`src/hdl/gdb_pkg.sv`:
```
package gdb_pkg;

    localparam int MAX_WIDTH  = 4096;
    localparam int MAX_HEIGHT = 4096;
    localparam int LINE_DEPTH = (MAX_WIDTH + 1) / 2;

    localparam int COL_W  = (MAX_WIDTH  > 1) ? $clog2(MAX_WIDTH)  : 1;
    localparam int ROW_W  = (MAX_HEIGHT > 1) ? $clog2(MAX_HEIGHT) : 1;
    localparam int ADDR_W = (LINE_DEPTH > 1) ? $clog2(LINE_DEPTH) : 1;

    localparam int PIX_W   = 8;
    localparam int PAIR_W  = PIX_W + 1;
    localparam int CFG_W   = 13;
    localparam int CFG_IDX_W = 8;

    localparam logic [CFG_IDX_W-1:0] REG_SOURCE_WIDTH  = CFG_IDX_W'(0);
    localparam logic [CFG_IDX_W-1:0] REG_SOURCE_HEIGHT = CFG_IDX_W'(1);

    localparam logic [CFG_W-1:0] RESET_WIDTH  = CFG_W'(640);
    localparam logic [CFG_W-1:0] RESET_HEIGHT = CFG_W'(480);

    // One source pixel after pairing, on its way to the combine stage.
    typedef struct packed {
        logic              valid;
        logic              emit;
        logic              odd_row;
        logic [PAIR_W-1:0] pair;
        logic              row_end;
        logic              frame_end;
    } t_item;

    typedef struct packed {
        logic              en;
        logic [ADDR_W-1:0] addr;
        logic [PAIR_W-1:0] data;
    } t_line_wr;

    // Index of the last column for a programmed width; zero acts as one,
    // oversize acts as the maximum.
    function automatic logic [COL_W-1:0] width_last(input logic [CFG_W-1:0] v);
        logic [COL_W-1:0] res;
        if (v == '0) begin
            res = '0;
        end else if (int'(v) > MAX_WIDTH) begin
            res = COL_W'(MAX_WIDTH - 1);
        end else begin
            res = COL_W'(v - CFG_W'(1));
        end
        return res;
    endfunction

    function automatic logic [ROW_W-1:0] height_last(input logic [CFG_W-1:0] v);
        logic [ROW_W-1:0] res;
        if (v == '0) begin
            res = '0;
        end else if (int'(v) > MAX_HEIGHT) begin
            res = ROW_W'(MAX_HEIGHT - 1);
        end else begin
            res = ROW_W'(v - CFG_W'(1));
        end
        return res;
    endfunction

endpackage

```
`src/hdl/gdb_combine.sv`:
```
module gdb_combine (
    input  logic                        i_clk,
    input  logic                        i_rst_n,
    input  logic                        i_en,
    input  gdb_pkg::t_item              i_item,
    input  logic [gdb_pkg::PAIR_W-1:0]  i_line_data,
    output logic                        o_valid,
    output logic [gdb_pkg::PIX_W-1:0]   o_pixel,
    output logic                        o_row_end,
    output logic                        o_frame_end
);

    gdb_pkg::t_item                r_item;
    logic                          r_out_valid;
    logic [gdb_pkg::PIX_W-1:0]     r_out_pixel;
    logic                          r_out_row_end;
    logic                          r_out_frame_end;

    logic [gdb_pkg::PAIR_W:0]      sum;
    logic [gdb_pkg::PAIR_W:0]      rounded;

    always_comb begin
        if (r_item.odd_row) begin
            sum = {1'b0, i_line_data} + {1'b0, r_item.pair};
        end else begin
            // odd height: the last row stands in for both rows
            sum = {r_item.pair, 1'b0};
        end
        rounded = sum + (gdb_pkg::PAIR_W+1)'(2);
    end

    always_ff @(posedge i_clk) begin
        if (!i_rst_n) begin
            r_item.valid <= 1'b0;
            r_out_valid  <= 1'b0;
        end else if (i_en) begin
            r_item          <= i_item;
            r_out_valid     <= r_item.valid && r_item.emit;
            r_out_pixel     <= rounded[gdb_pkg::PAIR_W:2];
            r_out_row_end   <= r_item.row_end;
            r_out_frame_end <= r_item.frame_end;
        end
    end

    assign o_valid     = r_out_valid;
    assign o_pixel     = r_out_pixel;
    assign o_row_end   = r_out_row_end;
    assign o_frame_end = r_out_frame_end;

endmodule

```
`config.mk`:
```
export PLATFORM = sky130hd
export DESIGN_NAME = gdb_combine
export DESIGN_NICKNAME = d
export VERILOG_FILES = /design/src/hdl/gdb_pkg.sv /design/src/hdl/gdb_combine.sv
export SDC_FILE = /design/constraint.sdc
export NUM_CORES = 1
export LEC_CHECK = 0
export BUFFER_PORTS_ARGS = -buffer_cell sky130_fd_sc_hd__buf_2
export CORE_ASPECT_RATIO = 0.8
export CORE_MARGIN = 2
export CORE_UTILIZATION = 52
export CTS_CLUSTER_DIAMETER = 40
export DETAILED_ROUTE_END_ITERATION = 16
export PLACE_DENSITY = 0.79
export SYNTH_ARGS = -nofsm -noshare
export SYNTH_HDL_FRONTEND = slang
export SYNTH_SLANG_ARGS = --single-unit
export TNS_END_PERCENT = 1
```
`constraint.sdc`:
```
create_clock -name i_clk -period 3.4 [get_ports i_clk]
set_input_delay 0.17 -clock i_clk [delete_from_list [all_inputs] [get_ports i_clk]]
set_output_delay 0.17 -clock i_clk [all_outputs]
set_load 0.02 [all_outputs]
```
# ---- Word level (Yosys, flattened, before mapping)
# Cells that the tools add are included.
dict set report word_totals {
  register_bits 25
  elab_cells 15
  output_inout_bits 11
  inputBits 26
}
dict set report classes {
  mux 1
  add_sub_neg 2
  n_reduce_logical 2
}
# op count
set ops {}
lappend ops {{10-bit by 2-bit adder with 10-bit output (second input constant)} 1}
lappend ops {{9-bit by 9-bit adder with 10-bit output} 1}
lappend ops {{10-bit 2-to-1 mux} 1}
lappend ops {{2-bit AND reduction} 1}
lappend ops {{1-bit logical AND} 1}

# ---- Logic depth before layout (Yosys ltp)
# Gate-level depths: netlist of the first run.
dict set report logic_depth {
  word_depth 3
  ltp_mapped 10
  ltp_nobuf 10
}

# ---- Worst setup path before layout of the first run
# No wires, ideal clock.
dict set report synth_timing {
  path_type {flip-flop to flip-flop}
  start {register r_item[3] (netlist bit)}
  end {register r_out_pixel, in the netlist o_pixel[7] (data pin)}
  path_slack_ns 0.988
  t_required_ns 3.138
  synth_period_minus_slack_ns 2.412
  stages_incl_launch_ff 10
  arrival_ns 2.150
  setup_time_ns 0.262
  cell_sequence {edfxtp_1 inv_1 fa_1 nand2b_1 a211oi_2 nor3_2 nor3b_2 or3b_4 nor3b_2 xor2_1}
}
dict set report synth_via {
  elab_chain_cells 3
}
# item line
set synth_rtl {}
lappend synth_rtl {{start: declaration} gdb_combine.sv:13} ;# gdb_pkg::t_item r_item;
lappend synth_rtl {{start signal: assignment} gdb_combine.sv:37} ;# r_item <= i_item;
lappend synth_rtl {{9-bit by 9-bit adder with 10-bit output} gdb_combine.sv:24} ;# sum = {1'b0, i_line_data} + {1'b0, r_item.pair};
lappend synth_rtl {{10-bit 2-to-1 mux (*)} gdb_combine.sv:23} ;# if (r_item.odd_row) begin
lappend synth_rtl {{10-bit by 2-bit adder with 10-bit output (*)} gdb_combine.sv:29} ;# rounded = sum + (gdb_pkg::PAIR_W+1)'(2);
lappend synth_rtl {{via rounded (one bit)} gdb_combine.sv:20} ;# logic [gdb_pkg::PAIR_W:0] rounded;
lappend synth_rtl {{end signal: assignment} gdb_combine.sv:39} ;# r_out_pixel <= rounded[gdb_pkg::PAIR_W:2];
lappend synth_rtl {{end: declaration} gdb_combine.sv:15} ;# logic [gdb_pkg::PIX_W-1:0] r_out_pixel;
# Mark *: on every way through the listed nets, which the timed path passes. The rest lies on a longest branch.
# A chain may end at the register's enable or synchronous reset.

# ---- Worst setup path in the final report of the first run
# Ends and elaborated chain as after synthesis.

==> summary.txt, run 1 <==
Status
  – Status: finished, final reports clean

STA
  – WHS: 0.0148 ns
  – Period minus WS final: 2.68 ns
  – Final hold viol count: 0
  – Worst-margin pin slew: 0.990 ns
  – FMAX: 374 MHz
  – Clock Skew: 0.00938 ns
  – Setup TNS: 0 ns
  – Unrepaired setup endpoints after global routing: false
  – Slew Limit Fails: 0
  – Period utilization: 78.7%
  – Final Setup Violations: 0
  – Rel. slew slack: 34.0%

Synth
  – Async S/R FF share, synth: 0%
  – Synth Cell Area: 0.00140 mm²
  – Post-synth net total: 151
  – Post-synth top flop: edfxtp_1
  – Yosys warnings: 0
  – Post-synth EDFFs: 23
  – Count of cell types in the netlist: 39
  – Sequential-to-total area share from yosys stat: 52.2%
  – Syn avg cell area: 12.2 µm²
  – Gate Count Post-Synth: 115
  – #FFs+latches synth: 25

Placed design
  – Cell Area, Placed: 0.00162 mm²
  – Placed cell count: 186
  – GP Congestion: 0.911
  – Port Buf Inserts: 36
  – Hpwl dp: 1.92 mm

Layout
  – Final instance area: 0.00167 mm²
  – Proportion of layout cells with a drive suffix above 1: 29.9%
  – Reg area: 731 µm²
  – Post-Layout Cell Count: 193
  – # fillers: 189
  – Final Net Count: 194
  – N_diodes: 0
  – Layout area overhead: 19.6%
  – Area of the multi-input gates: 631 µm²
  – Final Util: 66.9%

Clock tree
  – CTS buffer count: 3
  – CTS Hold Bufs: 0
  – H-Tree Depth: 1
  – Clock latency on the worst-skew pair: 0.32 ns
  – CTS Root Buffer Type: clkbuf_4
  – Post-CTS Setup Bufs: 0
  – Max Buffers Root-to-Sink: 2
  – CTS tree: done
  – Post-cts gate resize count: 0
  – CTS Sinks: 25
  – Clock transition at the registers of the reported paths: 0.13 ns

Detailed routing
  – Iter 0 DRT Violations: 30
  – TritonRoute pass-1 iters: 6
  – Via count: 1028
  – Final wirelength: 2.42 mm
  – Antenna viol nets, final: 0
  – DR DRC count: 0
  – Post-DR wirelength/cell: 12.5 µm
  – Routed vias/inst: 5.33

Power
  – LEAKAGE: 0.682 nW
  – Pwr/cell area: 398 mW/mm²
  – VDD IR max: 0.000294 V

GRT
  – Antenna violations before repair: 0
  – Grt ovf: 0
  – Vias in the first global route: 1015
  – Pin count of the biggest net entering global routing: 24
  – Tot GR Track Use: 18.1%
  – First-pass GRT wire length: 4.15 mm

Worst setup path
  – Max FO, Critical Path: 3
  – Data required, critical path: 3.47 ns
  – Crit Path Class: register to register
  – Flop-to-flop setup slack: 0.72 ns
  – Worst flop-to-flop path startpoint: r_item[3]
  – Crit-path most repeated cell: nor3b_2
  – Critical path launch point type: register
  – Slowest stage delay, CP: 0.43 ns
  – Slowest CP cell: fa_1
  – Worst setup startpoint: r_item[3]
  – CP arrival: 2.75 ns
  – Crit-path cells: inv_1 -> fa_1 -> nand2b_1 -> a211oi_2 -> nor3_2 -> nor3b_2 -> or3b_4 -> nor3b_2 -> xor2_1
  – CP Capture Type: register
  – Worst reg2reg path depth: 9
  – Worst reg2reg path endpoint: o_pixel[7]

Floorplan
  – Initial Util: 55.9%
  – Std-Cell Rows: 16
  – I/O pin cnt: 37
  – Die extent in y: 50.4 µm
  – Die X-Extent: 62.0 µm
  – Die footprint: 0.00312 mm²
  – Core area: 0.00250 mm²

Hold path
  – Hold path cells: 1
  – HP Class: primary input to register
  – Hold Startpoint: i_item[8]
  – Worst Hold End: r_item[8]

Run
  – Max-Cap Viols: 0
-- layer usage --
metal | vias to the layer above | routed length (µm) | part of all wire [%] | GRT usage, %
met1 | 474 | 976 | 40 | 20.2
met3 | 6 | 129 | 5.3 | 6.19
li1 | 515 | - | - | -
met4 | 0 | 34 | 1.4 | 4.96
met2 | 33 | 1280 | 53 | 31.8
met5 | - | 0 | 0 | 0
-- cells in the final DEF, fill, tap and decap left out, types with 2 or more instances in the layout --
master	count
buf_2	36
edfxtp_1	23
ha_1	9
inv_1	8
nand2_1	7
a21oi_1	7
xnor2_1	7
o21ai_0	5
nor2_1	4
nor2b_1	4
a31oi_1	3
clkbuf_4	3
dlygate4sd3_1	3
and3b_1	2
mux2i_1	2
nand2b_1	2
or3_1	2
o211ai_1	2
nor3b_2	2
a211oi_1	2
xor2_1	2
dfxtp_1	2
-- worst max-delay path by stage --
stage	to	depth (start not counted)	slack, ns
2_1_floorplan	o_pixel[7]	9	0.99
3_3_place_gp	o_pixel[7]	9	0.92
3_5_place_dp	o_pixel[7]	9	0.75
4_1_cts	o_pixel[7]	9	0.73
5_1_grt	o_pixel[7]	9	0.58
6_report	o_pixel[7]	9	0.72
-- Yosys cell counts (all sizes together), types with 2 or more instances --
cell type	n	area (µm²)
xnor2	7	61.3
nand2b	2	12.5
nor3b	3	32.5
a21oi	7	35.0
inv	8	30.0
nor3	2	15.0
or3	2	12.5
a21o	2	16.3
mux2i	2	20.0
a31oi	3	18.8
and3b	2	17.5
nand2	7	26.3
edfxtp	23	691
o21ai	5	25.0
nor2b	4	25.0
o211ai	2	15.0
nor2	4	15.0
dfxtp	2	40.0
ha	9	113
a211oi	3	27.5
xor2	2	17.5
-- worst max-delay path: cells and delay by family (launching register included) --
family / cells / cell delay, ns
adders and majority gates: 1 / 0.43
xor gates and xnor gates: 1 / 0.08
and+or+nand+nor: 5 / 1.15
AOI/OAI and AO/OA: 1 / 0.28
DFF: 1 / 0.41
buffers and inverters: 1 / 0.08
-- registers in the layout, indices dropped and copies added (netlist names) --
signal       flops
o_frame_end      1
o_pixel          8
o_valid          1
o_row_end        1
r_item          14
-- cell families after synthesis --
family          Yosys count  share of synthesized area (%)
simple gates             34                           15.7
compound gates           25                           12.1
flops                    25                           52.2
fa+ha+maj                10                           9.48
xor+xnor                  9                           5.64
buf+inv                   9                           2.68
mux                       3                           2.24
-- cell type report --
cell class | instances | share of cell area (%)
flip-flops and latches | 25 | 43.7
multi-input cells | 81 | 37.7
repair buffers | 39 | 12.6
well taps | 36 | 2.69
inverters | 8 | 1.80
clock buffers | 4 | 1.57
-- report_power, final --
group / switching, mW / internal (mW)
Sequential: 0.0107 / 0.364
Clock: 0.0834 / 0.0459
Combinational: 0.0877 / 0.0746
-- per-stage QoR --
stage | worst slack, ns | power [mW]
after detailed placement | 0.752 | 0.541
after global routing | 0.582 | 0.704
after floorplan | 0.988 | 0.496
after global placement | 0.920 | 0.533
after CTS | 0.726 | 0.669
final | 0.723 | 0.666
Note: power is estimated with default switching activity, not from simulation.
==> run 2, diff against run 1 <==
==> constraint.sdc (replaced) <==
create_clock -name i_clk -period 2.76 [get_ports i_clk]
set_input_delay 0.138 -clock i_clk [delete_from_list [all_inputs] [get_ports i_clk]]
set_output_delay 0.138 -clock i_clk [all_outputs]
set_load 0.02 [all_outputs]
==> run 2 against run 1 <==
Critical path depth rose by 1. Fmax fell by 2.0%. Largest cell class unchanged. Highest routed layer unchanged. Cell area rose by 8.0%. Hold slack improved by 0.052 ns. Setup slack got worse by 0.69 ns. Sequential share of layout area fell by 3.2 points. First-iteration DRC count fell by 53%. Total power rose by 27%. Combinational power rose by 40%. Global-route usage rose by 1.1 points. Largest power group unchanged. Count of clock-buffer cells in the layout did not move. Via count rose by 6.2%.
==> summary.txt, run 2 (synthesis gave the netlist of run 1 again) <==
Status
  – Status: finished, final reports clean

Clock tree
  – Max Buffers Root-to-Sink: 2 (unchanged)
  – CTS buffer count: 3 (unchanged)
  – H-Tree Depth: 1 (unchanged)
  – Clock transition at the registers of the reported paths: 0.13 ns (about the same)
  – CTS Root Buffer Type: clkbuf_4
  – CTS Sinks: 25 (unchanged)
  – CTS tree: done
  – Clock latency on the worst-skew pair: 0.31 ns (about the same)

Placed design
  – Hpwl dp: 1.92 mm (unchanged)
  – GP Congestion: 0.911 (unchanged)
  – Port Buf Inserts: 36 (unchanged)

Layout
  – N_diodes: 0 (unchanged)
  – Max FFs per register: 14 (unchanged)
  – Reg area: 731 µm² (unchanged)
  – Proportion of layout cells with a drive suffix above 1: 31.0% (+1.0 points)
  – Final Net Count: 205 (+5.7%)
  – Commonest non-fill, non-tap cell in the layout: buf_2
  – # fillers: 174 (-7.9%)
  – Most flop-heavy register: r_item
  – Commonest non-fill, non-tap cells in the layout: buf_2 (36), edfxtp_1 (23), dlygate4sd3_1 (13)
  – Layout area overhead: 29.2%
  – Area of the multi-input gates: 657 µm² (+4.2%)

Power
  – Clock Power Share: 18.7% (-0.7 points)
  – Pwr/cell area: 468 mW/mm² (+18%)
  – Overall power: 0.846 mW (+27%)
  – Power Internal: 0.611 mW (+26%)
  – Psw: 0.235 mW (+29%)
  – LEAKAGE: 0.744 nW (+9.0%)
  – Net Sw Frac: 27.7% (+0.44 points)
  – VDD IR max: 0.000363 V (+23%)
  – Gate power share: 26.8% (+2.4 points)
  – Seq pwr share: 54.5% (-1.7 points)

Worst setup path
  – Slowest CP cell: fa_1
  – Data required, critical path: 2.83 ns (-0.64 ns)
  – Critical path launch point type: register
  – Max FO, Critical Path: 3 (unchanged)
  – Crit-path most repeated cell: inv_1
  – Slowest stage delay, CP: 0.46 ns (+0.03 ns)
  – Crit-path cells: inv_1 -> fa_1 -> xnor2_1 -> mux2i_1 -> inv_1 -> ha_1 -> nor3b_2 -> or3b_4 -> nor3b_4 -> xor2_1
  – CP Capture Type: register
  – Crit Path Class: register to register
  – CP arrival: 2.80 ns (+0.05 ns)

STA
  – Slew Limit Fails: 0 (unchanged)
  – WHS: 0.0664 ns (+0.0515 ns)
  – FMAX: 366 MHz (-2.0%)
  – Final Setup Violations: 0 (unchanged)
  – Clock Skew: 0.00887 ns (-0.000500 ns)
  – Period minus WS final: 2.73 ns (+0.0533 ns)
  – Worst-margin pin slew: 0.983 ns (-0.00723 ns)
  – Rel. slew slack: 34.5% (+0.48 points)
  – Final hold viol count: 0 (unchanged)
  – Setup TNS: 0 ns (unchanged)
  – Period utilization: 98.9% (+20 points)

Detailed routing
  – Post-DR wirelength/cell: 13.7 µm (+9.5%)
  – Final wirelength: 2.79 mm (+16%)
  – Routed met2 length: 1.47 mm (+15%)
  – Met3 routed WL: 131 µm (+1.6%)
  – Iter 0 DRT Violations: 14 (-53%)
  – Antenna viol nets, final: 0 (unchanged)
  – Metal-1 WL: 1.15 mm (+17%)
  – TritonRoute pass-1 iters: 5 (-1)
  – Via count: 1092 (+6.2%)
  – DR DRC count: 0 (unchanged)
  – Top Metal Used: met4
  – Routed vias/inst: 5.35 (+0.50%)

Floorplan
  – Die extent in y: 50.4 µm (unchanged)
  – Die footprint: 0.00312 mm² (unchanged)
  – Std-Cell Rows: 16 (unchanged)
  – Die X-Extent: 62.0 µm (unchanged)
  – Initial Util: 55.9% (unchanged)
  – Core area: 0.00250 mm² (unchanged)
  – I/O pin cnt: 37 (unchanged)

GRT
  – Grt ovf: 0 (unchanged)
  – Pin count of the biggest net entering global routing: 24 (unchanged)
  – First-pass GRT wire length: 4.39 mm (+5.8%)
  – Vias in the first global route: 1032 (+1.7%)
  – Tot GR Track Use: 19.1% (+1.1 points)
  – Antenna violations before repair: 0 (unchanged)

Hold path
  – HP Class: primary input to register

Run
  – Max-Cap Viols: 0 (unchanged)
## run 2: cell count changes in the layout (fill, tap and decap cells not counted), sizes merged
cell and change:
buf +1, dlygate4sd3 +10
## run 2: power groups by stage
stage	Clock (mW)	Combinational, mW	Sequential (mW)
finish	0.158	0.226	0.461
global route	0.180	0.250	0.465
CTS	0.165	0.211	0.461
detailed placement	0	0.197	0.470
global placement	0	0.189	0.468
floorplan	0	0.132	0.479
## run 2: path summary, 6_finish.rpt
path                  start          to  slack, ns  depth (start not counted)
setup / recovery  r_item[3]  o_pixel[7]       0.03                         10
hold / removal      i_rst_n  r_item[13]       0.07                          2
setup reg to reg  r_item[3]  o_pixel[7]       0.03                         10
hold reg to reg   r_item[1]   o_row_end       0.43                          0
## run 2: what timing repair did
item | 4_1_cts | 5_1_grt
setup buffers | 0 | 1
hold buffers | 12 | 1
resized for setup | 0 | 5
endpoints found under the hold margin | 12 | 1
endpoints found under the setup margin | 0 | 1
## run 2: cell type report
cell class                 instances  area share, %
sequential                        25           40.4
multi-input combinational         81           36.4
timing repair buffer              50           17.6
tap                               36           2.49
inverter                           8           1.66
clock buffer                       4           1.45
## run 2: per-stage QoR
step | worst slack, ns | util (%) | instances | area, µm²
after floorplan | 0.348 | - | 115 | 1400
after global placement | 0.280 | 64.6 | 186 | 1620
after detailed placement | 0.112 | 64.6 | 186 | 1620
after CTS | 0.0863 | 70.5 | 202 | 1760
after global routing | -0.103 | 72.2 | 204 | 1810
final | 0.0300 | 72.2 | 204 | 1810
## run 2: routing by layer
| metal | GRT usage (%) | vias up |
|---|---|---|
| li1 | - | 538 |
| met2 | 33.2 | 35 |
| met3 | 6.19 | 6 |
| met1 | 22.4 | 513 |
| met5 | 0 | - |
| met4 | 4.61 | 0 |
## run 2: worst max-delay path, delay by kind of cell (launching register included)
kind	cells	cell delay, ns
xor gates and xnor gates	2	0.32
adders and majority gates	2	0.63
buffers and inverters	2	0.17
DFF	1	0.40
muxes	1	0.12
and+or+nand+nor	3	0.85
==> run 3, diff against run 2 <==
--- a/config.mk
+++ b/config.mk
@@ -7,8 +7,9 @@
 export LEC_CHECK = 0
 export BUFFER_PORTS_ARGS = -buffer_cell sky130_fd_sc_hd__buf_2
 export CORE_ASPECT_RATIO = 0.8
-export CORE_MARGIN = 2
+export CORE_MARGIN = 10
 export CORE_UTILIZATION = 52
+export CTS_BUF_LIST = sky130_fd_sc_hd__clkbuf_4 sky130_fd_sc_hd__clkbuf_8 sky130_fd_sc_hd__clkbuf_16
 export CTS_CLUSTER_DIAMETER = 40
 export DETAILED_ROUTE_END_ITERATION = 16
 export PLACE_DENSITY = 0.79
==> run 3 against run 2 <==
Fmax grew 4.4%. Core utilization is 0.90 points lower. Die area is 66% higher. First-iteration DRC count increased to 3.8 times the previous value. Clock skew is 0.0057 ns lower. Combinational power decreased by 6%. Critical path depth is 1 lower. Hold slack improved by 0.0052 ns. Global-route usage down 8.1 points. Register-to-register slack improved by 0.11 ns. Total power fell by 0.91%. Critical endpoint unchanged. Largest cell class unchanged.
==> summary.txt, run 3 (synthesis gave the netlist of run 1 again) <==
STA
  – Clock Skew: 0.00314 ns (-0.00574 ns)
  – Slew Limit Fails: 0 (unchanged)
  – Setup TNS: 0 ns (unchanged)
  – Setup slack after layout: 0.144 ns (+0.114 ns)
  – FMAX: 382 MHz (+4.4%)
  – Final hold viol count: 0 (unchanged)
  – Final Setup Violations: 0 (unchanged)
  – WHS: 0.0716 ns (+0.00523 ns)
  – Unrepaired setup endpoints after global routing: false
  – Period minus WS final: 2.62 ns (-0.114 ns)
  – Worst-margin pin slew: 0.985 ns (+0.00252 ns)
  – Rel. slew slack: 34.3% (-0.17 points)
  – Period utilization: 94.8% (-4.1 points)

Worst setup path
  – Crit Path Class: register to register
  – Worst reg2reg path depth: 9 (-1)
  – Data required, critical path: 2.83 ns (about the same)
  – Max FO, Critical Path: 3 (unchanged)
  – CP Capture Type: register
  – Critical path launch point type: register
  – CP arrival: 2.69 ns (-0.11 ns)

Detailed routing
  – DR DRC count: 0 (unchanged)
  – Routed vias/inst: 5.15 (-3.8%)
  – Final wirelength: 2.80 mm (+0.29%)
  – Via count: 1051 (-3.8%)
  – Post-DR wirelength/cell: 13.7 µm (+0.29%)
  – TritonRoute pass-1 iters: 4 (-1)
  – Iter 0 DRT Violations: 53 (+39)
  – Antenna viol nets, final: 0 (unchanged)

Clock tree
  – CTS buffer count: 3 (unchanged)
  – CTS Sinks: 25 (unchanged)
  – CTS tree: done
  – Post-cts gate resize count: 0 (unchanged)
  – H-Tree Depth: 1 (unchanged)
  – Clock latency on the worst-skew pair: 0.31 ns (about the same)
  – Clock transition at the registers of the reported paths: 0.12 ns (about the same)
  – CTS Root Buffer Type: clkbuf_4
  – Max Buffers Root-to-Sink: 2 (unchanged)

Power
  – Pwr/cell area: 470 mW/mm² (+0.34%)
  – VDD IR max: 0.000293 V (-19%)
  – Overall power: 0.838 mW (-0.91%)
  – LEAKAGE: 0.733 nW (-1.5%)

Status
  – Status: finished, final reports clean

Layout
  – # fillers: 186 (+6.9%)
  – Area of the multi-input gates: 631 µm² (-4.0%)
  – Final Util: 71.3% (-0.90 points)
  – Final instance area: 0.00178 mm² (-1.2%)
  – Proportion of layout cells with a drive suffix above 1: 29.2% (-1.8 points)
  – Max FFs per register: 14 (unchanged)
  – Commonest non-fill, non-tap cells in the layout: buf_2 (36), edfxtp_1 (23), dlygate4sd3_1 (13)
  – Final Net Count: 205 (unchanged)
  – Post-Layout Cell Count: 204 (unchanged)
  – Reg area: 731 µm² (unchanged)
  – Most flop-heavy register: r_item
  – Commonest non-fill, non-tap cell in the layout: buf_2
  – N_diodes: 0 (unchanged)
  – Layout area overhead: 27.5%

Placed design
  – Cell Area, Placed: 0.00162 mm² (unchanged)
  – Hpwl dp: 2.16 mm (+13%)
  – Placed cell count: 186 (unchanged)
  – Place WS: 0.163 ns (+0.0515 ns)
  – Port Buf Inserts: 36 (unchanged)
  – GP Congestion: 0.921 (+1.1%)

Floorplan
  – Core area: 0.00250 mm² (unchanged)
  – Die extent in y: 66.4 µm (+32%)
  – I/O pin cnt: 37 (unchanged)
  – Die footprint: 0.00518 mm² (+66%)
  – Initial Util: 55.9% (unchanged)
  – Std-Cell Rows: 16 (unchanged)
  – Die X-Extent: 78.0 µm (+26%)

GRT
  – Grt ovf: 0 (unchanged)
  – Tot GR Track Use: 11.0% (-8.1 points)
  – Pin count of the biggest net entering global routing: 24 (unchanged)
  – Vias in the first global route: 1106 (+7.2%)
  – Antenna violations before repair: 0 (unchanged)
  – First-pass GRT wire length: 4.67 mm (+6.4%)

Hold path
  – Hold path cells: 2 (unchanged)
  – HP Class: primary input to register

Run
  – Max-Cap Viols: 0 (unchanged)
==> run 3: critical path, cell delays in order, from the launching register on <==
cell      delay, ns
edfxtp_1       0.39
inv_1          0.07
fa_1           0.43
nand2b_1       0.21
a211oi_2       0.25
nor3_2         0.10
nor3b_2        0.22
or3b_4         0.43
nor3b_2        0.18
xor2_1         0.09
==> run 3: power by group <==
group	internal (mW)	leakage, nW	switching, mW
logic	0.102	0.482	0.110
registers	0.448	0.233	0.0132
clock network	0.0663	0.0184	0.0985
==> run 3: path summary, 6_finish.rpt <==
check | from | to | slack (ns)
worst max register to register | r_item[3] | o_pixel[7] | 0.14
worst max-delay path | r_item[3] | o_pixel[7] | 0.14
worst min-delay path | i_rst_n | r_item[13] | 0.07
worst min register to register | r_item[0] | o_frame_end | 0.44
==> run 3: timing repair <==
item / 4_1_cts / 5_1_grt
buffers inserted: 0 / 1
hold buffers: 13 / 0
endpoints found under the hold margin: 13 / 0
setup endpoints to repair: 0 / 1
==> run 3: cell type report <==
class	instances	area share (%)
flip-flops and latches	25	41.0
multi-input cells	81	35.3
repair buffers	50	17.8
well taps	36	2.52
clock buffers	4	1.68
inverters	8	1.68
==> run 3: layer usage <==
layer  part of all wire [%]  track usage [%]
met2                     53             21.7
met5                      0                0
met1                     39             10.1
met4                   0.50             2.90
met3                    7.5             5.16
