File: src/hdl/gdb_pkg.sv
package gdb_pkg;

    localparam int MAX_WIDTH  = 4096;
    localparam int MAX_HEIGHT = 4096;
    localparam int LINE_DEPTH = (MAX_WIDTH + 1) / 2;

    localparam int COL_W  = (MAX_WIDTH  > 1) ? $clog2(MAX_WIDTH)  : 1;
    localparam int ROW_W  = (MAX_HEIGHT > 1) ? $clog2(MAX_HEIGHT) : 1;
    localparam int ADDR_W = (LINE_DEPTH > 1) ? $clog2(LINE_DEPTH) : 1;

    localparam int PIX_W   = 8;
    localparam int PAIR_W  = PIX_W + 1;
    localparam int CFG_W   = 13;
    localparam int CFG_IDX_W = 8;

    localparam logic [CFG_IDX_W-1:0] REG_SOURCE_WIDTH  = CFG_IDX_W'(0);
    localparam logic [CFG_IDX_W-1:0] REG_SOURCE_HEIGHT = CFG_IDX_W'(1);

    localparam logic [CFG_W-1:0] RESET_WIDTH  = CFG_W'(640);
    localparam logic [CFG_W-1:0] RESET_HEIGHT = CFG_W'(480);

    // One source pixel after pairing, on its way to the combine stage.
    typedef struct packed {
        logic              valid;
        logic              emit;
        logic              odd_row;
        logic [PAIR_W-1:0] pair;
        logic              row_end;
        logic              frame_end;
    } t_item;

    typedef struct packed {
        logic              en;
        logic [ADDR_W-1:0] addr;
        logic [PAIR_W-1:0] data;
    } t_line_wr;

    // Index of the last column for a programmed width; zero acts as one,
    // oversize acts as the maximum.
    function automatic logic [COL_W-1:0] width_last(input logic [CFG_W-1:0] v);
        logic [COL_W-1:0] res;
        if (v == '0) begin
            res = '0;
        end else if (int'(v) > MAX_WIDTH) begin
            res = COL_W'(MAX_WIDTH - 1);
        end else begin
            res = COL_W'(v - CFG_W'(1));
        end
        return res;
    endfunction

    function automatic logic [ROW_W-1:0] height_last(input logic [CFG_W-1:0] v);
        logic [ROW_W-1:0] res;
        if (v == '0) begin
            res = '0;
        end else if (int'(v) > MAX_HEIGHT) begin
            res = ROW_W'(MAX_HEIGHT - 1);
        end else begin
            res = ROW_W'(v - CFG_W'(1));
        end
        return res;
    endfunction

endpackage

File: src/hdl/gdb_ctrl.sv
module gdb_ctrl (
    input  logic                          i_clk,
    input  logic                          i_rst_n,
    input  logic                          i_cfg_valid,
    input  logic [gdb_pkg::CFG_IDX_W-1:0] i_cfg_index,
    input  logic [gdb_pkg::CFG_W-1:0]     i_cfg_data,
    input  logic [gdb_pkg::PIX_W-1:0]     i_pixel,
    input  logic                          i_accept,
    output gdb_pkg::t_item                o_item,
    output gdb_pkg::t_line_wr             o_line_wr,
    output logic [gdb_pkg::ADDR_W-1:0]    o_rd_addr
);

    logic [gdb_pkg::COL_W-1:0] r_col_last;
    logic [gdb_pkg::ROW_W-1:0] r_row_last;
    logic [gdb_pkg::COL_W-1:0] r_col;
    logic [gdb_pkg::ROW_W-1:0] r_row;
    logic [gdb_pkg::PIX_W-1:0] r_held;

    logic [gdb_pkg::COL_W-1:0]  n_col;
    logic [gdb_pkg::ROW_W-1:0]  n_row;
    logic                       last_col;
    logic                       last_row;
    logic                       pair_done;
    logic [gdb_pkg::PAIR_W-1:0] pair;
    logic                       cfg_hit;

    assign last_col = (r_col >= r_col_last);
    assign last_row = (r_row >= r_row_last);
    assign cfg_hit  = i_cfg_valid && ((i_cfg_index == gdb_pkg::REG_SOURCE_WIDTH) ||
                                      (i_cfg_index == gdb_pkg::REG_SOURCE_HEIGHT));

    always_comb begin
        pair_done = 1'b0;
        pair      = '0;
        if (r_col[0]) begin
            pair_done = 1'b1;
            pair      = {1'b0, r_held} + {1'b0, i_pixel};
        end else if (last_col) begin
            // odd width: the last column pairs with itself
            pair_done = 1'b1;
            pair      = {i_pixel, 1'b0};
        end
    end

    assign o_rd_addr = gdb_pkg::ADDR_W'(r_col >> 1);

    always_comb begin
        o_line_wr.en   = i_accept && pair_done && !r_row[0] && !last_row;
        o_line_wr.addr = o_rd_addr;
        o_line_wr.data = pair;

        o_item.valid     = i_accept;
        o_item.emit      = pair_done && (r_row[0] || last_row);
        o_item.odd_row   = r_row[0];
        o_item.pair      = pair;
        o_item.row_end   = last_col;
        o_item.frame_end = last_col && last_row;
    end

    always_comb begin
        n_col = r_col;
        n_row = r_row;
        if (last_col) begin
            n_col = '0;
            n_row = last_row ? '0 : r_row + gdb_pkg::ROW_W'(1);
        end else begin
            n_col = r_col + gdb_pkg::COL_W'(1);
        end
    end

    always_ff @(posedge i_clk) begin
        if (!i_rst_n) begin
            r_col_last <= gdb_pkg::width_last(gdb_pkg::RESET_WIDTH);
            r_row_last <= gdb_pkg::height_last(gdb_pkg::RESET_HEIGHT);
            r_col      <= '0;
            r_row      <= '0;
            r_held     <= '0;
        end else begin
            if (cfg_hit) begin
                // a write to either size register restarts the frame
                if (i_cfg_index == gdb_pkg::REG_SOURCE_WIDTH) begin
                    r_col_last <= gdb_pkg::width_last(i_cfg_data);
                end else begin
                    r_row_last <= gdb_pkg::height_last(i_cfg_data);
                end
                r_col <= '0;
                r_row <= '0;
            end else if (i_accept) begin
                r_col <= n_col;
                r_row <= n_row;
            end
            if (i_accept && !r_col[0] && !last_col) begin
                r_held <= i_pixel;
            end
        end
    end

endmodule

File: config.mk
export PLATFORM = sky130hd
export DESIGN_NAME = gdb_ctrl
export DESIGN_NICKNAME = d
export VERILOG_FILES = /design/src/hdl/gdb_pkg.sv /design/src/hdl/gdb_ctrl.sv
export SDC_FILE = /design/constraint.sdc
export NUM_CORES = 1
export LEC_CHECK = 0
export ABC_AREA = 0
export BUFFER_PORTS_ARGS = -buffer_cell sky130_fd_sc_hd__buf_4
export CORE_MARGIN = 5
export CORE_UTILIZATION = 55
export CTS_BUF_LIST = sky130_fd_sc_hd__clkbuf_4 sky130_fd_sc_hd__clkbuf_8
export CTS_CLUSTER_DIAMETER = 200
export DETAILED_ROUTE_END_ITERATION = 8
export PLACE_DENSITY_LB_ADDON = 0.2
export SYNTH_ARGS = -nofsm -noshare
export SYNTH_HDL_FRONTEND = slang
export SYNTH_SLANG_ARGS = --single-unit
File: constraint.sdc
create_clock -name i_clk -period 3.21 [get_ports i_clk]
set_clock_uncertainty 0.05 [all_clocks]
set_input_delay 0.642 -clock i_clk [delete_from_list [all_inputs] [get_ports i_clk]]
set_output_delay 0.642 -clock i_clk [all_outputs]
set_load 0.02 [all_outputs]
==> Yosys cells after proc, flatten, opt, wreduce, memory -nomap -nowiden <==
Cells that the tools add are included.
{ "totals": {"output_inout_bits": 46, "reg_bits": 56, "in_bits": 33, "word_cells": 43} }
{ "op_classes": {"n_reduce_logical": 20, "n_bitwise": 2, "eq_ne": 1, "n_addsub": 4, "magnitude_cmp": 3, "n_mux": 8} }
{ "ops": {"columns": ["cell", "n"], "rows": [
  ["two-way mux 12 bit", 4],
  ["adder 12 x 1 -> 12 bit (second input constant)", 2],
  [">= comparator 12 bit", 2],
  ["two-way mux 9 bit", 2],
  ["greater-than comparator 13 bit (second input constant)", 1],
  ["logical NOT 13 bit", 1],
  ["subtractor 12 x 1 -> 12 bit (second input constant)", 1],
  ["adder 8 x 8 -> 9 bit", 1],
  ["== test 8 x 1 -> 1 bit (second input constant)", 1],
  ["logical AND 1 bit", 8],
  ["logical NOT 8 bit", 1],
  ["AND reduction 2 bit", 3],
  ["logical NOT 1 bit", 4],
  ["logical OR 1 bit", 2],
  ["two-way mux 1 bit", 2],
  ["NOT 1 bit", 2],
  ["OR reduction 2 bit", 1]
]} }

==> Logic depth before layout (Yosys ltp) <==
Gate-level depths: netlist of run 1.
{ "depth": {"depth_word": 6, "depth_mapped": 10, "mapped_depth_nobuf": 9} }

==> Least setup slack after synthesis of run 1 <==
Ideal clock, no wire load.
{ "synth_timing": {"path_kind": "register -> output", "from": "reg r_col[0] in the netlist's numbering", "to": "out o_line_wr[2] in the netlist's numbering", "t_required_ps": 2518, "path_buffers": 1, "slack_ps": 0, "path_stages_with_launch": 10, "arrival_ps": 2518, "path_cell_list": "dfxtp_1 inv_1 ha_1 nand2b_1 a2111oi_0 o31a_1 o21ai_1 inv_1 o31ai_1 buf_4"} }
{ "synth_lines": {"columns": ["element", "line", "text"], "rows": [
  ["start: declaration", "gdb_ctrl.sv:16", "logic [gdb_pkg::COL_W-1:0] r_col;"],
  ["start signal: assignment", "gdb_ctrl.sv:90", "r_col <= n_col;"],
  ["end: declaration", "gdb_ctrl.sv:10", "output gdb_pkg::t_line_wr o_line_wr,"]
]} }

==> summary.txt, run 1 <==
Hold path
  – Worst Hold Class: register to register

Setup path
  – Worst path cell trace: inv_1 > ha_1 > and3_1 > a221oi_1 > o31a_1 > o21ai_2 > and2_4 > a22o_1 > buf_4
  – Delay of the slowest critical-path stage: 0.35 ns
  – Critical Path End Type: primary output
  – Crit-path slowest cell: dfxtp_1
  – Worst-path fanout max: 3
  – CP Data Required Time: 2.52 ns
  – Crit path kind: register to primary output
  – WP data arrival: 2.41 ns
  – CP Buf/Inv Count: 2
  – CP Launch Type: register
  – Crit path max-delay family: compound AO/OA/AOI/OAI gates

Synthesis
  – Cell area after synthesis: 3850 µm²
  – Primary FF master, synth: dfxtp_1
  – Post-synth EDFFs: 0
  – Yosys warnings: 0
  – Number of library cell types mapped by synthesis: 54
  – Largest area contributor in the netlist: dfxtp_1
  – Dominant cells by area after synthesis: dfxtp_1 29%, ha_1 12%, buf_4 6.8%, nand2_1 5.4%, inv_1 3.6%
  – #FFs+latches synth: 56
  – Post-synth ARST share: 0%
  – Synth Area per Inst: 8.05 µm²
  – Most common cell in the netlist: dfxtp_1
  – Share of the yosys chip area belonging to registers: 29.1%
  – Post-Synthesis Cells: 478
  – Syn nets: 548
  – Commonest cells in the netlist: 56 x dfxtp_1, 55 x nand2_1, 37 x inv_1
  – Top-area cell type share of the netlist area: 29.1%

CTS
  – CTS clk-pin slew, worst paths: 0.10 ns
  – TritonCTS buffer count: 5
  – Depth of the CTS H-tree: 2
  – Cts hold-fix bufs: 0
  – TritonCTS clock tree: yes
  – CTS Sinks: 56
  – Root Buffer: clkbuf_8
  – Worst-case clock buffer depth: 2
  – Clk_lat worst skew: 0.31 ns

STA
  – Least-Margin Pin Slew: 0.703 ns
  – Setup TNS: 0 ns
  – Slew HR: 52.7%
  – Final Slew Violations: 0
  – WHS: 0.434 ns
  – Fin. Hold Viols: 0
  – Achievable Freq: 0.322 GHz
  – Final setup viols: 0
  – Crit share post-route: 96.7%
  – RSZ-0062 raised after global routing: yes
  – Tmin final: 3.11 ns

Drt
  – DRT antenna net count: 0
  – Drt initial violations: 168
  – Routed WL: 8670 µm
  – Routed via count: 3,409
  – Avg WL per Cell: 13.9 µm
  – First-pass DRT Iterations: 4
  – Drt drc: 0
  – Average via count per standard cell: 5.48

Run
  – MaxCap Viol Count: 0

Final layout
  – Diodes inserted: 0
  – Post-layout nets: 595
  – Area Growth Syn to Fin: 16.4%
  – Finished Layout Cells: 622
  – Share of post-route cells with drive strength above 1: 21.3%

Die
  – Die ar.: 8770 µm²
  – Initial core utilization: 56.6%
  – Site Rows: 30
  – Die width: 93.7 µm
  – Die Y-Extent: 93.7 µm
  – Core area: 6790 µm²
  – Ports: 79

Outcome
  – Outcome: completed

Power
  – Leakage Power: 2.15 nW
  – Pwr Density: 303 nW/µm²
  – VDD IR-drop max: 0.000203 V
  – Power Total: 1.36 mW

Placed design
  – Placer Congestion: 0.867
  – DP Wirelength: 6820 µm
  – Placed cell count: 612
  – IO buf count: 78

Global routing
  – Global-route wire length before repair: 14,400 µm
  – Largest net degree at the start of global routing: 37
  – GRT overflow: 0
  – Initial antenna violation count: 0
  – All-Layer GR Usage: 20.0%
  – Vias in the first global route: 3,191
worst paths after layout:
| path | slack (ns) | start | cells past startpoint | to |
|---|---|---|---|---|
| max | 0.10 | r_col_last[8] | 9 | o_item[8] |
| min | 0.43 | r_row_last[11] | 2 | r_row_last[11] |
| max reg2reg | 0.36 | r_col_last[8] | 10 | r_col[7] |
| min reg2reg | 0.43 | r_row_last[11] | 2 | r_row_last[11] |
placed cells by master (no fill, tap or decap), drive strengths merged, types with 13 or more instances in the layout:
cell / n
buf: 88
dfxtp: 56
nand2: 55
inv: 37
ha: 36
nor2: 35
a21oi: 26
nand3: 18
o21ai: 18
o211ai: 16
xnor2: 13
worst register-to-register path: cells and delay by family (launching register included):
family	cells	cell delay, ns
buffers and inverters	3	0.29
and+or+nand+nor	3	0.81
adders and majority gates	1	0.28
AOI/OAI and AO/OA	3	1.00
DFF	1	0.35
cell type report:
class	count	area [µm²]
clock inverters	3	23.8
repair buffers	88	661
well taps	96	120
inverters	37	139
clock buffers	5	68.8
flip-flops and latches	56	1130
fillers	570	2310
multi-input cells	337	2340
cells by family after synthesis:
family | after synthesis | share of synthesized area, %
flops | 56 | 29.1
mux | 10 | 2.63
fa+ha+maj | 39 | 12.7
xor+xnor | 22 | 5.01
simple gates | 165 | 21.1
buf+inv | 85 | 11.9
compound gates | 101 | 17.5
registers in the layout, summed over array words and instances (netlist names):
register and cells:
r_held 8, r_row 12, r_row_last 12, r_col 12
r_col_last 12
per-layer routing:
metal	GRT usage, %	share of wire, %
met4	5.17	0.81
met2	33.5	48
met1	26.4	46
met5	0	0
met3	3.61	5.1
metrics by stage:
stage               utilization, %  setup WS [ns]  cell area, µm²
global route                  65.9        -0.0511            4480
detailed placement            63.3         0.0457            4300
global placement              63.3          0.130            4300
finish                        65.9          0.105            4480
floorplan                        -         0.0185            3850
CTS                           65.1         0.0104            4420
report_power, final:
part	leakage, nW	total (mW)	switching, mW	internal, mW
clock	0.0404	0.401	0.246	0.155
sequential	0.456	0.709	0.00595	0.703
combinational	1.66	0.247	0.135	0.112
total	2.15	1.36	0.387	0.970
timing repair:
| action | CTS | global route |
|---|---|---|
| endpoints found under the setup margin | 13 | 19 |
| hold endpoints to repair | 0 | 0 |
| buffers inserted | 1 | 1 |
| pin swaps | 1 | 6 |
| gates resized for setup | 6 | 12 |
Power figures use the tool's default switching activity.
==> inputs of run 2 (changes only) <==
- clock period: 3.21 -> 2.88 ns (I/O delays scaled with it)
==> run 2 against run 1 <==
  * The run now ends with negative setup slack left
  * Combinational power is 29% higher
  * Sequential power up 12%
  * Non-clock buffer count grew 20
  * Critical endpoint is now o_line_wr[6]
  * Via count is 5.2% higher
==> summary.txt, run 2 (synthesis gave the netlist of run 1 again) <==
Die
  – Die Y-Extent: 93.7 µm (unchanged)
  – Die ar.: 8770 µm² (unchanged)
  – Core area: 6790 µm² (unchanged)
  – Die width: 93.7 µm (unchanged)
  – Ports: 79 (unchanged)
  – Initial core utilization: 56.6% (unchanged)
  – Site Rows: 30 (unchanged)

Final layout
  – Finished Layout Cells: 642 (+3.2%)
  – Diodes inserted: 0 (unchanged)
  – Commonest non-fill, non-tap cell in the layout: buf_4
  – Area Growth Syn to Fin: 28.3%
  – Layout fillers: 493 (-14%)
  – Fin util: 72.7% (+6.8 points)
  – Post-layout nets: 615 (+3.4%)
  – Commonest cells after routing, fill and taps aside: 96 x buf_4, 55 x nand2_1, 37 x dfxtp_1, 34 x nor2_1, 31 x inv_1
  – Final Instance Area: 4940 µm² (+10%)
  – Share of post-route cells with drive strength above 1: 33.2% (+12 points)

Drt
  – Routed via count: 3,585 (+5.2%)
  – Routed WL: 9680 µm (+12%)
  – Drt initial violations: 140 (-17%)
  – DRT antenna net count: 0 (unchanged)
  – Drt drc: 0 (unchanged)
  – Average via count per standard cell: 5.58 (+1.9%)
  – First-pass DRT Iterations: 4 (unchanged)
  – Avg WL per Cell: 15.1 µm (+8.2%)

Setup path
  – Crit path kind: register to primary output
  – Worst-path fanout max: 5 (+2)
  – CP Data Required Time: 2.25 ns (-0.27 ns)
  – Critical Path Source: r_col[8]
  – CP endpoint: o_line_wr[6]
  – Worst path cell trace: ha_4 > and3_4 > a221oi_2 > o31a_1 > o21ai_4 > buf_4 > and2_4 > a22o_4 > buf_6
  – CP Buf/Inv Count: 2 (unchanged)
  – Delay of the slowest critical-path stage: 0.35 ns (about the same)
  – R2r worst-path depth: 11 (+1)
  – Critical Path End Type: primary output
  – CP Launch Type: register
  – WP data arrival: 2.43 ns (+0.02 ns)
  – Launch point of the worst reg-to-reg path: r_col_last[7]
  – Crit-path slowest cell: dfxtp_2
  – Crit path max-delay family: compound AO/OA/AOI/OAI gates
  – Worst reg2reg path endpoint: r_held[3]
  – Reg2Reg Setup Slack: 0.09 ns (-0.27 ns)
  – Worst path depth: 9 (unchanged)

Placed design
  – Placed cell areas: 4430 µm² (+3.0%)
  – Placed cell count: 624 (+2.0%)
  – Placer Congestion: 0.922 (+6.3%)
  – IO buf count: 78 (unchanged)
  – DP Wirelength: 6920 µm (+1.5%)
  – Pre-CTS setup slack: -0.0497 ns (-0.0954 ns)

CTS
  – Root Buffer: clkbuf_8
  – Clk_lat worst skew: 0.30 ns (about the same)
  – Worst-case clock buffer depth: 2 (unchanged)
  – TritonCTS buffer count: 5 (unchanged)
  – CTS Sinks: 56 (unchanged)
  – Depth of the CTS H-tree: 2 (unchanged)
  – CTS clk-pin slew, worst paths: 0.09 ns (about the same)
  – TritonCTS clock tree: yes

STA
  – Final setup viols: 17 (+17)
  – Final Slew Violations: 0 (unchanged)
  – WHS: 0.439 ns (+0.00442 ns)
  – Least-Margin Pin Slew: 0.680 ns (-0.0228 ns)
  – Setup TNS: -1.90 ns (-1.90 ns)
  – Achievable Freq: 0.327 GHz
  – Crit share post-route: 106%
  – Setup ws final: -0.177 ns (-0.282 ns)
  – Slew HR: 54.2% (+1.5 points)
  – Fin. Hold Viols: 0 (unchanged)
  – Tmin final: 3.06 ns
  – RSZ-0062 raised after global routing: yes

Power
  – Pwr Density: 316 nW/µm² (+4.4%)
  – VDD IR-drop max: 0.000231 V (+14%)
  – Leakage Power: 2.33 nW (+8.4%)
  – Power Total: 1.56 mW (+15%)

Outcome
  – Outcome: complete, but fails checks
  – Failing checks: negative setup slack

Global routing
  – Global-route wire length before repair: 15,400 µm (+6.8%)
  – Largest net degree at the start of global routing: 37 (unchanged)
  – Initial antenna violation count: 0 (unchanged)
  – All-Layer GR Usage: 21.3% (+1.3 points)
  – Vias in the first global route: 3,435 (+7.6%)
  – GRT overflow: 0 (unchanged)

Hold path
  – Worst Hold Class: register to register

Run
  – MaxCap Viol Count: 0 (unchanged)
[run 2: worst min-delay path by stage]
| stage | to | depth (start not counted) | start | slack, ns |
|---|---|---|---|---|
| finish | r_row_last[11] | 2 | r_row_last[11] | 0.44 |
| global route | r_row_last[11] | 2 | r_row_last[11] | 0.46 |
| CTS | r_col_last[6] | 2 | r_col_last[6] | 0.44 |
| detailed placement | r_row_last[1] | 2 | r_row_last[1] | 0.43 |
| global placement | r_col_last[4] | 2 | r_col_last[4] | 0.41 |
| floorplan | r_row_last[11] | 2 | r_row_last[11] | 0.40 |
[run 2: worst register-to-register path, stage by stage, from the launching register on]
cell,delay (ns)
dfxtp_2,0.36
inv_2,0.05
ha_4,0.26
and3_4,0.19
nand3_2,0.09
o31a_1,0.34
buf_4,0.15
buf_4,0.14
o2111ai_1,0.53
buf_4,0.28
mux2i_1,0.21
nor2b_1,0.06
[run 2: where the power goes]
| part | internal [mW] | total [mW] | switching (mW) |
|---|---|---|---|
| clock | 0.193 | 0.452 | 0.259 |
| combinational | 0.149 | 0.319 | 0.170 |
| sequential | 0.784 | 0.791 | 0.00740 |
| total | 1.13 | 1.56 | 0.437 |
[run 2: what timing repair did]
item,CTS,global route
hold buffers,0,0
pin swaps,11,18
gates resized for setup,40,36
setup endpoints to repair,19,20
buffers inserted,1,9
cloned,0,0
[run 2: routing by layer]
| layer | up-vias | wire length (µm) | global-route usage, % |
|---|---|---|---|
| li1 | 1785 | - | - |
| met1 | 1677 | 4330 | 26.9 |
| met2 | 105 | 4660 | 36.3 |
| met3 | 18 | 495 | 3.61 |
| met4 | 0 | 187 | 7.46 |
| met5 | - | 0 | 0 |
[run 2: final cells by class]
class                      instances  area (µm²)  share of cell area [%]
multi-input combinational        337        2580                    52.3
clock inverter                     2        10.0                   0.203
tap                               96         120                    2.43
timing repair buffer             108         856                    17.3
sequential                        56        1150                    23.2
inverter                          37         141                    2.86
clock buffer                       6        82.6                    1.67
==> inputs of run 3 (changes only) <==
- CORE_MARGIN: 5 -> 2
- clock period: 2.88 -> 3.45 ns (I/O delays scaled with it)
==> run 3 against run 2 <==
  * The flow now finishes without violations
  * Clock-buffer cell count unchanged
  * Register-to-register slack improved by 0.51 ns
  * First-iteration DRC count grew 17%
  * Sequential power fell by 17%
  * Flip-flop and latch count unchanged
  * Cell count down 3.9%
  * Largest power group unchanged
  * Wire length decreased by 12%
==> summary.txt, run 3 (synthesis gave the netlist of run 1 again) <==
Setup path
  – Reg2Reg Setup Slack: 0.60 ns (+0.51 ns)
  – Worst-path fanout max: 3 (-2)
  – Crit-path slowest cell: fa_1
  – WP data arrival: 2.56 ns (+0.13 ns)
  – Delay of the slowest critical-path stage: 0.40 ns (+0.05 ns)
  – CP Buf/Inv Count: 3 (+1)
  – Crit path max-delay family: compound AO/OA/AOI/OAI gates
  – R2r worst-path depth: 7 (-4)
  – Critical Path Source: i_pixel[0]
  – CP Launch Type: primary input
  – CP endpoint: o_item[10]
  – Worst path cell trace: buf_4 > ha_1 > inv_1 > fa_1 > nor2b_1 > o21ai_0 > a21oi_2 > o31a_1 > o21ai_0 > a31oi_1 > buf_4
  – Critical Path End Type: primary output
  – Launch point of the worst reg-to-reg path: r_col[8]
  – Worst path depth: 11 (+2)
  – Worst reg2reg path endpoint: r_held[2]
  – Crit path kind: primary input to primary output
  – CP Data Required Time: 2.71 ns (+0.46 ns)

Hold path
  – Worst Hold Class: register to register

Power
  – Power Total: 1.26 mW (-19%)
  – Leakage Power: 2.13 nW (-8.6%)
  – VDD IR-drop max: 0.000175 V (-24%)
  – Pwr Density: 287 nW/µm² (-9.3%)

CTS
  – TritonCTS buffer count: 5 (unchanged)
  – Worst-case clock buffer depth: 2 (unchanged)
  – TritonCTS clock tree: yes
  – CTS Sinks: 56 (unchanged)
  – Root Buffer: clkbuf_8
  – Cts hold-fix bufs: 0 (unchanged)
  – CTS clk-pin slew, worst paths: 0.11 ns (+0.02 ns)
  – Clk_lat worst skew: 0.32 ns (+0.02 ns)
  – Depth of the CTS H-tree: 2 (unchanged)

Final layout
  – Layout fillers: 593 (+20%)
  – Post-layout nets: 590 (-4.1%)
  – Register area: 1120 µm² (-2.2%)
  – Commonest non-fill, non-tap cell in the layout: buf_4
  – Area Growth Syn to Fin: 14.5%
  – Final Instance Area: 4410 µm² (-11%)
  – Diodes inserted: 0 (unchanged)
  – Share of post-route cells with drive strength above 1: 19.4% (-14 points)
  – Area taken by multi-input logic gates: 2310 µm² (-11%)
  – Fin util: 64.9% (-7.8 points)
  – Commonest cells after routing, fill and taps aside: 83 x buf_4, 55 x nand2_1, 55 x dfxtp_1, 37 x inv_1, 36 x ha_1

STA
  – Achievable Freq: 0.303 GHz
  – Final setup viols: 0 (-17)
  – Tmin final: 3.30 ns
  – Final Slew Violations: 0 (unchanged)
  – Least-Margin Pin Slew: 1.27 ns (+0.593 ns)
  – Setup TNS: 0 ns (+1.90 ns)
  – Slew HR: 15.0% (-39 points)
  – Crit share post-route: 95.7%
  – Fin. Hold Viols: 0 (unchanged)

Placed design
  – DP Wirelength: 6540 µm (-5.5%)
  – Placed cell areas: 4260 µm² (-3.7%)
  – Placer Congestion: 0.877 (-4.8%)
  – IO buf count: 78 (unchanged)

Drt
  – Routed via count: 3,386 (-5.6%)
  – Average via count per standard cell: 5.49 (-1.7%)
  – Drt initial violations: 164 (+17%)
  – Routed WL: 8480 µm (-12%)
  – Drt drc: 0 (unchanged)
  – DRT antenna net count: 0 (unchanged)
  – First-pass DRT Iterations: 4 (unchanged)
  – Avg WL per Cell: 13.7 µm (-8.9%)

Die
  – Die width: 87.7 µm (-6.4%)
  – Initial core utilization: 56.6% (unchanged)
  – Site Rows: 30 (unchanged)
  – Ports: 79 (unchanged)
  – Die ar.: 7680 µm² (-12%)
  – Core area: 6790 µm² (unchanged)
  – Die Y-Extent: 87.7 µm (-6.4%)

Run
  – MaxCap Viol Count: 0 (unchanged)

Outcome
  – Outcome: completed

Global routing
  – All-Layer GR Usage: 22.6% (+1.3 points)
  – Largest net degree at the start of global routing: 37 (unchanged)
  – Initial antenna violation count: 0 (unchanged)
  – Vias in the first global route: 3,023 (-12%)
  – Global-route wire length before repair: 13,900 µm (-10%)
  – GRT overflow: 0 (unchanged)
[run 3: cell types whose count changed in the layout (fill, tap and decap cells not counted), moves of 6 or more]
cell and delta:
buf_6 -12, buf_4 -13, dfxtp_1 +18, ha_4 -8, inv_1 +6, ha_1 +9, dfxtp_2 -17
[run 3: how the worst min path moves through the flow]
stage	slack (ns)	depth (start not counted)	from	endpoint
after CTS	0.44	2	r_col_last[1]	r_col_last[1]
after global routing	0.46	2	r_col_last[2]	r_col_last[2]
after detailed placement	0.42	2	r_col_last[1]	r_col_last[1]
after floorplan	0.40	2	r_row_last[11]	r_row_last[11]
after global placement	0.42	2	r_col_last[5]	r_col_last[5]
final	0.44	2	r_col_last[1]	r_col_last[1]
[run 3: area by class of cell]
type                    instances  area share, %
clock buffers                   6           1.87
flip-flops and latches         56           25.5
repair buffers                 83           14.1
clock inverters                 2          0.227
well taps                      96           2.72
inverters                      37           3.15
multi-input cells             337           52.4
[run 3: metrics by stage]
stage / worst slack, ns / hold WS, ns / instances
CTS: 0.0763 / 0.443 / 616
floorplan: 0.163 / 0.396 / 478
global placement: 0.271 / 0.418 / 608
detailed placement: 0.205 / 0.423 / 608
finish: 0.150 / 0.437 / 617
global route: -0.0329 / 0.463 / 617
[run 3: per-layer routing]
layer / routed length (µm) / vias to the layer above / part of all wire (%) / global-route usage [%]
met5: 0 / - / 0 / 0
met4: 138 / 0 / 1.6 / 6.85
met3: 498 / 12 / 5.9 / 4.05
met2: 4020 / 95 / 47 / 37.5
met1: 3820 / 1546 / 45 / 30.0
li1: - / 1733 / - / -
[run 3: what timing repair did]
item / in CTS / in global routing
endpoints found under the setup margin: 0 / 18
gates resized for setup: 0 / 9
buffers inserted: 0 / 1
[run 3: tightest hold or removal path, stage by stage (launching register included)]
cell and delay [ns]:
dfxtp_1 0.32, nand2_1 0.05, o211ai_1 0.07
[run 3: power by group]
part / total, mW / leakage [nW] / switching [mW] / internal, mW
Combinational: 0.225 / 1.63 / 0.123 / 0.102
Clock: 0.379 / 0.0510 / 0.218 / 0.161
Sequential: 0.660 / 0.454 / 0.00567 / 0.655
